## config.mk

```make
export PLATFORM = sky130hd
export DESIGN_NAME = sd_spi_block_read_receiver
export DESIGN_NICKNAME = d
export VERILOG_FILES = /design/src/rtl/core/sdrd_pkg.sv /design/src/rtl/core/sd_spi_block_read_receiver.sv /design/src/rtl/core/sdrd_fsm.sv
export VERILOG_INCLUDE_DIRS = /design/src /design/src/rtl/core
export SDC_FILE = /design/constraint.sdc
export NUM_CORES = 1
export LEC_CHECK = 0
export ABC_AREA = 1
export BUFFER_PORTS_ARGS = -buffer_cell sky130_fd_sc_hd__clkbuf_2
export CAP_MARGIN = 20
export CELL_PAD_IN_SITES_DETAIL_PLACEMENT = 1
export CELL_PAD_IN_SITES_GLOBAL_PLACEMENT = 1
export CORE_MARGIN = 4
export CORE_UTILIZATION = 48
export CTS_CLUSTER_DIAMETER = 150
export DETAILED_ROUTE_END_ITERATION = 12
export GPL_TIMING_DRIVEN = 0
export MAX_ROUTING_LAYER = met4
export PLACE_DENSITY = 0.95
export SYNTH_ARGS = -nofsm -noshare
export SYNTH_HDL_FRONTEND = slang
export SYNTH_HIERARCHICAL = 1
export SYNTH_SLANG_ARGS = --single-unit
```

## constraint.sdc

```tcl
create_clock -name clk -period 9.3 [get_ports clk]
set_input_delay 2.79 -clock clk [delete_from_list [all_inputs] [get_ports clk]]
set_output_delay 2.79 -clock clk [all_outputs]
set_load 0.01 [all_outputs]
```

## src/rtl/core/sd_spi_block_read_receiver_macros.svh

```systemverilog
// Assertion macros shared by the SD SPI block read receiver modules.
`ifndef SD_SPI_BLOCK_READ_RECEIVER_MACROS_SVH
`define SD_SPI_BLOCK_READ_RECEIVER_MACROS_SVH

// Same-cycle implication, checked on every rising clock edge outside reset.
`define SDRD_ASSERT_IMPL(label, ante, cons) \
  label: assert property (@(posedge clk) disable iff (!rst_n) (ante) |-> (cons)) \
    else $error("assertion failed");

// Next-cycle implication, checked on every rising clock edge outside reset.
`define SDRD_ASSERT_NEXT(label, ante, cons) \
  label: assert property (@(posedge clk) disable iff (!rst_n) (ante) |=> (cons)) \
    else $error("assertion failed");

`endif

```

## src/rtl/core/sdrd_pkg.sv

```systemverilog
// Types, constants and the CRC-16 byte update for the SD SPI block read receiver.
package sdrd_pkg;

  localparam int BLOCK_BYTES = 512;
  localparam int R1_RETRIES  = 8;
  localparam int IDX_W       = $clog2(BLOCK_BYTES);

  localparam logic [7:0]  IDLE_BYTE  = 8'hFF;
  localparam logic [7:0]  DATA_TOKEN = 8'hFE;
  localparam logic [15:0] CRC_POLY   = 16'h1021;

  localparam logic OP_START = 1'b0;
  localparam logic OP_BYTE  = 1'b1;

  localparam int          CFG_IDX_W         = 1;
  localparam logic [0:0]  CFG_BLOCK_COUNT   = 1'b0;
  localparam logic [0:0]  CFG_TOKEN_TIMEOUT = 1'b1;

  typedef enum logic [2:0] {
    ST_BUSY      = 3'd0,
    ST_DONE      = 3'd1,
    ST_R1_ERR    = 3'd2,
    ST_NO_R1     = 3'd3,
    ST_BAD_TOKEN = 3'd4,
    ST_CRC_BAD   = 3'd5,
    ST_TIMEOUT   = 3'd6
  } status_t;

  typedef struct packed {
    logic       op;
    logic [7:0] rx_byte;
  } in_word_t;

  typedef struct packed {
    logic [7:0] data_byte;
    logic       data_valid;
    logic       block_end;
    logic [7:0] r1_value;
    status_t    status;
  } out_word_t;

  typedef struct packed {
    logic [15:0] block_count;
    logic [15:0] token_timeout;
  } cfg_t;

  function automatic logic [15:0] crc_update(input logic [15:0] crc, input logic [7:0] b);
    logic [15:0] c;
    c = crc ^ {b, 8'h00};
    for (int i = 0; i < 8; i++) begin
      if (c[15]) begin
        c = {c[14:0], 1'b0} ^ CRC_POLY;
      end else begin
        c = {c[14:0], 1'b0};
      end
    end
    return c;
  endfunction

endpackage

```

## src/rtl/core/sd_spi_block_read_receiver.sv

```systemverilog
// A word accepted into the input register passes through the state machine to the result register.
// Throughput: one word per cycle unless out_stall holds the pipe; the input and result registers form a two-stage pipe.
// The state machine advances once per word, with a combinational byte-wide CRC update.
// Reset: synchronous active-low rst_n clears the valid flags of both pipe stages and all protocol state;
// block_count returns to 1 and token_timeout to 4096.
`include "sd_spi_block_read_receiver_macros.svh"

module sd_spi_block_read_receiver (
  input  logic                              clk,
  input  logic                              rst_n,
  input  logic                              in_valid,
  output logic                              in_stall,
  input  sdrd_pkg::in_word_t                in_data,
  output logic                              out_valid,
  input  logic                              out_stall,
  output sdrd_pkg::out_word_t               out_data,
  input  logic                              cfg_valid,
  output logic                              cfg_ready,
  input  logic [sdrd_pkg::CFG_IDX_W-1:0]    cfg_index,
  input  logic [15:0]                       cfg_data
);
  import sdrd_pkg::*;

  logic      v1_r, v2_r;
  in_word_t  in_r;
  out_word_t out_r;
  out_word_t res;
  cfg_t      cfg_r;
  logic      adv2, move;

  assign adv2      = !v2_r || !out_stall;
  assign move      = v1_r && adv2;
  assign in_stall  = v1_r && !adv2;
  assign out_valid = v2_r;
  assign out_data  = out_r;
  assign cfg_ready = 1'b1;

  sdrd_fsm u_fsm (
    .clk   (clk),
    .rst_n (rst_n),
    .step  (move),
    .item  (in_r),
    .cfg   (cfg_r),
    .res   (res)
  );

  always_ff @(posedge clk) begin
    if (!rst_n) begin
      v1_r                <= 1'b0;
      v2_r                <= 1'b0;
      cfg_r.block_count   <= 16'd1;
      cfg_r.token_timeout <= 16'd4096;
    end else begin
      if (adv2) begin
        v2_r <= v1_r;
      end
      if (!in_stall) begin
        v1_r <= in_valid;
      end
      if (cfg_valid && cfg_ready) begin
        case (cfg_index)
          CFG_BLOCK_COUNT:   cfg_r.block_count   <= cfg_data;
          CFG_TOKEN_TIMEOUT: cfg_r.token_timeout <= cfg_data;
          default: begin
          end
        endcase
      end
    end
  end

  always_ff @(posedge clk) begin
    if (in_valid && !in_stall) begin
      in_r <= in_data;
    end
    if (move) begin
      out_r <= res;
    end
  end

  `SDRD_ASSERT_IMPL(a_payload_is_busy, v2_r && out_r.data_valid, (out_r.status == ST_BUSY) && !out_r.block_end)
  `SDRD_ASSERT_IMPL(a_stall_only_full, in_stall, v1_r && v2_r)
  `SDRD_ASSERT_NEXT(a_move_fills_out, move, v2_r)

endmodule

```

## src/rtl/core/sdrd_fsm.sv

```systemverilog
// Protocol state machine: R1 wait, token hunt, payload with CRC, CRC check.
`include "sd_spi_block_read_receiver_macros.svh"

module sdrd_fsm (
  input  logic                clk,
  input  logic                rst_n,
  input  logic                step,
  input  sdrd_pkg::in_word_t  item,
  input  sdrd_pkg::cfg_t      cfg,
  output sdrd_pkg::out_word_t res
);
  import sdrd_pkg::*;

  typedef enum logic [2:0] {
    PH_IDLE,
    PH_R1,
    PH_TOKEN,
    PH_DATA,
    PH_CRC_HI,
    PH_CRC_LO,
    PH_END
  } phase_t;

  phase_t         phase_r, phase_nxt;
  logic [3:0]     r1_attempts_r, r1_attempts_nxt;
  logic [IDX_W-1:0] byte_index_r, byte_index_nxt;
  logic [15:0]    blocks_done_r, blocks_done_nxt;
  logic [15:0]    crc_accum_r, crc_accum_nxt;
  logic [7:0]     crc_high_r, crc_high_nxt;
  logic [15:0]    idle_count_r, idle_count_nxt;
  logic [7:0]     r1_reg_r, r1_reg_nxt;
  status_t        final_status_r, final_status_nxt;

  logic [16:0]    idle_inc;
  logic [IDX_W:0] idx_inc;
  logic [15:0]    blocks_inc;

  always_comb begin
    phase_nxt        = phase_r;
    r1_attempts_nxt  = r1_attempts_r;
    byte_index_nxt   = byte_index_r;
    blocks_done_nxt  = blocks_done_r;
    crc_accum_nxt    = crc_accum_r;
    crc_high_nxt     = crc_high_r;
    idle_count_nxt   = idle_count_r;
    r1_reg_nxt       = r1_reg_r;
    final_status_nxt = final_status_r;
    idle_inc         = {1'b0, idle_count_r} + 17'd1;
    idx_inc          = {1'b0, byte_index_r} + (IDX_W+1)'(1);
    blocks_inc       = blocks_done_r + 16'd1;
    res.data_byte    = 8'h00;
    res.data_valid   = 1'b0;
    res.block_end    = 1'b0;

    if (item.op == OP_START) begin
      phase_nxt        = PH_R1;
      r1_attempts_nxt  = 4'd0;
      byte_index_nxt   = '0;
      blocks_done_nxt  = 16'd0;
      crc_accum_nxt    = 16'd0;
      crc_high_nxt     = 8'h00;
      idle_count_nxt   = 16'd0;
      r1_reg_nxt       = IDLE_BYTE;
      final_status_nxt = ST_BUSY;
    end else begin
      case (phase_r)
        PH_R1: begin
          if (item.rx_byte == IDLE_BYTE) begin
            if (r1_attempts_r < 4'(R1_RETRIES)) begin
              r1_attempts_nxt = r1_attempts_r + 4'd1;
            end else begin
              phase_nxt        = PH_END;
              final_status_nxt = ST_NO_R1;
            end
          end else begin
            r1_reg_nxt = item.rx_byte;
            if (item.rx_byte != 8'h00) begin
              phase_nxt        = PH_END;
              final_status_nxt = ST_R1_ERR;
            end else begin
              phase_nxt      = PH_TOKEN;
              idle_count_nxt = 16'd0;
            end
          end
        end
        PH_TOKEN: begin
          if (item.rx_byte == IDLE_BYTE) begin
            if (idle_inc >= {1'b0, cfg.token_timeout}) begin
              phase_nxt        = PH_END;
              final_status_nxt = ST_TIMEOUT;
            end
            idle_count_nxt = idle_inc[15:0];
          end else if (item.rx_byte == DATA_TOKEN) begin
            phase_nxt      = PH_DATA;
            byte_index_nxt = '0;
            crc_accum_nxt  = 16'd0;
          end else begin
            phase_nxt        = PH_END;
            final_status_nxt = ST_BAD_TOKEN;
          end
        end
        PH_DATA: begin
          res.data_byte  = item.rx_byte;
          res.data_valid = 1'b1;
          crc_accum_nxt  = crc_update(crc_accum_r, item.rx_byte);
          if (idx_inc >= (IDX_W+1)'(BLOCK_BYTES)) begin
            byte_index_nxt = '0;
            phase_nxt      = PH_CRC_HI;
          end else begin
            byte_index_nxt = idx_inc[IDX_W-1:0];
          end
        end
        PH_CRC_HI: begin
          crc_high_nxt = item.rx_byte;
          phase_nxt    = PH_CRC_LO;
        end
        PH_CRC_LO: begin
          res.block_end = 1'b1;
          if ({crc_high_r, item.rx_byte} != crc_accum_r) begin
            phase_nxt        = PH_END;
            final_status_nxt = ST_CRC_BAD;
          end else begin
            blocks_done_nxt = blocks_inc;
            if (blocks_inc >= cfg.block_count) begin
              phase_nxt        = PH_END;
              final_status_nxt = ST_DONE;
            end else begin
              phase_nxt      = PH_TOKEN;
              idle_count_nxt = 16'd0;
            end
          end
        end
        default: begin
        end
      endcase
    end

    res.r1_value = r1_reg_nxt;
    res.status   = (phase_nxt == PH_END) ? final_status_nxt : ST_BUSY;
  end

  always_ff @(posedge clk) begin
    if (!rst_n) begin
      phase_r        <= PH_IDLE;
      r1_attempts_r  <= 4'd0;
      byte_index_r   <= '0;
      blocks_done_r  <= 16'd0;
      crc_accum_r    <= 16'd0;
      crc_high_r     <= 8'h00;
      idle_count_r   <= 16'd0;
      r1_reg_r       <= IDLE_BYTE;
      final_status_r <= ST_BUSY;
    end else if (step) begin
      phase_r        <= phase_nxt;
      r1_attempts_r  <= r1_attempts_nxt;
      byte_index_r   <= byte_index_nxt;
      blocks_done_r  <= blocks_done_nxt;
      crc_accum_r    <= crc_accum_nxt;
      crc_high_r     <= crc_high_nxt;
      idle_count_r   <= idle_count_nxt;
      r1_reg_r       <= r1_reg_nxt;
      final_status_r <= final_status_nxt;
    end
  end

  `SDRD_ASSERT_IMPL(a_data_after_good_r1, phase_r == PH_DATA, r1_reg_r == 8'h00)
  `SDRD_ASSERT_IMPL(a_end_has_status, phase_r == PH_END, final_status_r != ST_BUSY)
  `SDRD_ASSERT_IMPL(a_r1_attempts_bound, phase_r == PH_R1, r1_attempts_r <= 4'(R1_RETRIES))

endmodule

```

==> flow_summary.ini <==
[run_status]
run_status = complete, no violations

[detailed_routing]
dr_total_vias = 8020
met3_wirelength_um = 1410
detail_route.iter0.violations = 733
routed_via_density = 5.66
antenna_left = 0
post-route-drc-count = 0
highest-signal-layer = met4
post_route_wl_um = 26800
sum_of_met2_wire_segment_lengths_after_detailed_routing_um = 13400
total_iterations_of_the_first_detailed_routing_run = 5
met1_length_um = 11100
wl_per_cell_um = 18.9

[placement]
io_buffers = 52
place_hpwl_um = 18300
placed_cells_incl_taps = 1384
gp_congestion = 0.941

[synthesis]
ys_top_cells_by_area = dfxtp_1 (29%), edfxtp_1 (11%), nand2_1 (9.9%)
netlist_top_cells_count = nand2_1 (216), inv_1 (142), nor2_1 (125)
synth_cell_types = 48
synth_async_sr_flop_share_pct = 0
syn-instance-count = 1111
synth_flop_cell = dfxtp_1
synth_area_per_cell_sq_um = 7.38
synth_most_common_cell = nand2_1
syn_nets = 1178
synth_top_area_share_pct = 28.6
mappedNetlistArea_sq_um = 8200
edff_count_synth = 30
synth_warnings = 6
synth_seq_cells = 147
synth-seq-area-share_pct = 39.5
post-synth-top-area-cell = dfxtp_1

[clock_network]
cts_made_buffers = 17
clock_latency_on_the_worst_skew_pair_ps = 450
clock_tree.root_cell = clkbuf_16
cts_tree = done
worst_setup_hold_path_clk_slew_ps = 60
cts_max_path_bufs = 2
post_cts_resize_count = 0
postCtsSetupRepairBufs = 0
hold_buffers = 0
cts.sink_count = 147
htree_num_levels = 4

[floorplan]
die_area_sq_um = 19200
start_util_pct = 49.3
fp.dieW_um = 139
die_y_um = 139
core_area_sq_um = 16600
floorplan.io_pins = 55
placement_rows = 47

[worst_setup_path]
critical_path.reg2reg.startpoint = u_fsm/blocks_done_r[5]$_SDFFE_PN0P_
cp_top_family = buffers and inverters
critical_path_start_end_classification = primary input to output port
cp_cell_sequence = clkbuf_2 > nand3_1 > inv_1 > clkbuf_2
worstReg2RegEnd = out_data[2]$_DFFE_PP_
worst-r2r-cell-count = 20
crit_path_start_kind = primary input
timing.critical_path.slowest_stage_cell = clkbuf_2
worst-endpoint-required_ps = 6510
cp_data_arrival_time_ps = 3280
crit_path_frequent_cell = clkbuf_2
worst-path-max-fanout = 3
max_stage_delay_ps = 150
register_to_register_setup_slack_ps = 5600
crit_path_start = out_stall
crit_buf_inv = 3
setup.worst_path.end_class = output port

[global_routing]
groute.usage.overall_pct = 28.6
globalRouteOverflowTotal = 0
grt_max_degree = 20
antenna_found_initial = 0
via_count_of_the_first_global_routing_pass = 8412
grt_pass1_wl_um = 43200

[sta]
max_slew.worst_pin.slew_ps = 748
report.final.slew_viol_count = 0
setup_repair_after_global_routing_missed_its_margin = no
achievable-frequency_ghz = 0.165
report.final.hold_viol_count = 0
post-route-min-period_ps = 6070
setup_total_negative_slack_ps = 0
setup_viol_count_final = 0
post-route-period-util_pct = 65.3
slew-limit-headroom_pct = 50.1
clock_skew_ps = 9.54

[min_path]
worstHoldStart = u_fsm/blocks_done_r[4]$_SDFFE_PN0P_
hold_path_depth = 2
whs_endpoint = u_fsm/blocks_done_r[4]$_SDFFE_PN0P_
min-delay-path-class = register to register

[power]
power_density_over_the_cells_nw_per_um2 = 170
ir_drop_mv = 0.148
power.static_leakage_uw = 0.00401

[flow_run]
cap_viol_max_count = 0

[layout]
post_layout_nonfiller_instances = 1416
nets = 1250
areaGrowthSynthToFinish_pct = 13.9
share_of_post_route_cells_with_drive_strength_above_1_pct = 12.1
antenna_cells = 0
[cells in the final DEF (no fill, tap or decap), types with 2 or more instances in the layout]
cell	synthesis	final
clkinv_2	1	3
nand2_2	3	3
o21a_1	2	2
nand4_1	31	31
nor2_2	6	6
nor3_2	2	2
ha_1	36	36
buf_1	4	4
clkbuf_2	0	52
nand2_1	216	216
inv_2	14	14
edfxtp_1	30	30
buf_2	13	13
nand3_1	62	62
inv_1	142	142
nor2_1	125	125
nor3_1	21	21
o21ai_1	20	20
nor4_1	4	4
clkinvlp_4	0	3
o211a_1	2	2
clkinv_1	1	5
o21ai_0	30	30
buf_6	4	4
o21ai_2	2	2
a31oi_1	2	2
xor2_1	31	31
nor2_4	6	6
bufinv_16	0	3
o211ai_1	2	2
nand4_2	2	2
dfxtp_1	117	117
clkbuf_1	18	18
a21oi_1	98	97
inv_6	0	2
a211oi_1	10	10
clkbuf_16	0	17
xnor2_1	36	36
buf_4	4	4
[area by class of cell]
cell class,instances,area [sq um]
multi-input cells,762,4140
well taps,220,275
flip-flops and latches,147,3240
inverters,159,601
fillers,2146,7300
clock buffers,17,425
plain buffers,43,223
repair buffers,53,275
clock inverters,15,164
[metal layers]
metal / track usage [%] / vias to the layer above
li1: - / 3751
met1: 33.6 / 3915
met2: 48.6 / 274
met3: 4.93 / 80
met4: 11.8 / 0
met5: - / -
[worst reg2reg max path, stage by stage, from the launching register on]
cell and delay (ps):
dfxtp_1 380, inv_1 90, nor4_1 420, nand4_1 210, nor2_1 220, nand2_1 90, xor2_1 170, inv_1 110
ha_1 200, nand2_1 60, inv_1 50, nor2_1 120, o21ai_0 100, a21oi_1 140, nand3_1 270, o21ai_0 370
nand3_1 140, nand2_1 110, nor2_1 40, nand2_1 110, nor2_1 60
[flip-flops by register name, summed over array words and instances, names as in the netlist]
register / flops
u_fsm/blocks_done_r: 16
u_fsm/crc_high_r: 8
u_fsm/phase_r: 3
in_r: 9
cfg_r: 32
v1_r: 1
out_data: 21
u_fsm/final_status_r: 3
u_fsm/r1_attempts_r: 4
u_fsm/byte_index_r: 9
u_fsm/crc_accum_r: 16
out_valid: 1
u_fsm/idle_count_r: 16
u_fsm/r1_reg_r: 8
[worst max path at each step]
stage	depth (start not counted)	end	slack, ps
after floorplan	2	in_stall	3520
after global placement	9	u_fsm/r1_attempts_r[2]$_SDFFE_PN0P_	3030
after detailed placement	4	in_stall	3200
after CTS	4	in_stall	3200
after global routing	4	in_stall	3150
final	4	in_stall	3230
[stage by stage]
step / power (uW) / cell area [sq um] / setup WS (ps) / utilization, % / hold WS (ps)
final: 1590 / 9350 / 3230 / 56.2 / 464
after global routing: 1640 / 9350 / 3150 / 56.2 / 505
after CTS: 1590 / 9350 / 3200 / 56.2 / 462
after detailed placement: 881 / 8760 / 3200 / 52.6 / 453
after global placement: 869 / 8740 / 3030 / 52.5 / 449
after floorplan: 822 / 8200 / 3520 / - / 438
[report_power, final]
group          total [uW]  internal (uW)  leakage [uW]  switching [uW]
clock                 708            418      0.000280             290
sequential            692            674       0.00124            18.1
combinational         187           59.2       0.00250             127
total                1590           1150       0.00401             435
[kinds of logic (layout without fill, tap and decap cells)]
| family | after synthesis | in the layout | synth area share [%] |
|---|---|---|---|
| AOI/OAI and AO/OA | 173 | 173 | 11.5 |
| xor gates and xnor gates | 67 | 67 | 7.15 |
| adders and majority gates | 36 | 36 | 5.49 |
| buffers and inverters | 202 | 287 | 10.0 |
| DFF | 147 | 147 | 39.5 |
| other | 1 | 1 | 0.0457 |
| and+or+nand+nor | 485 | 485 | 26.2 |
No activity file was read; power rests on OpenSTA's default activity.
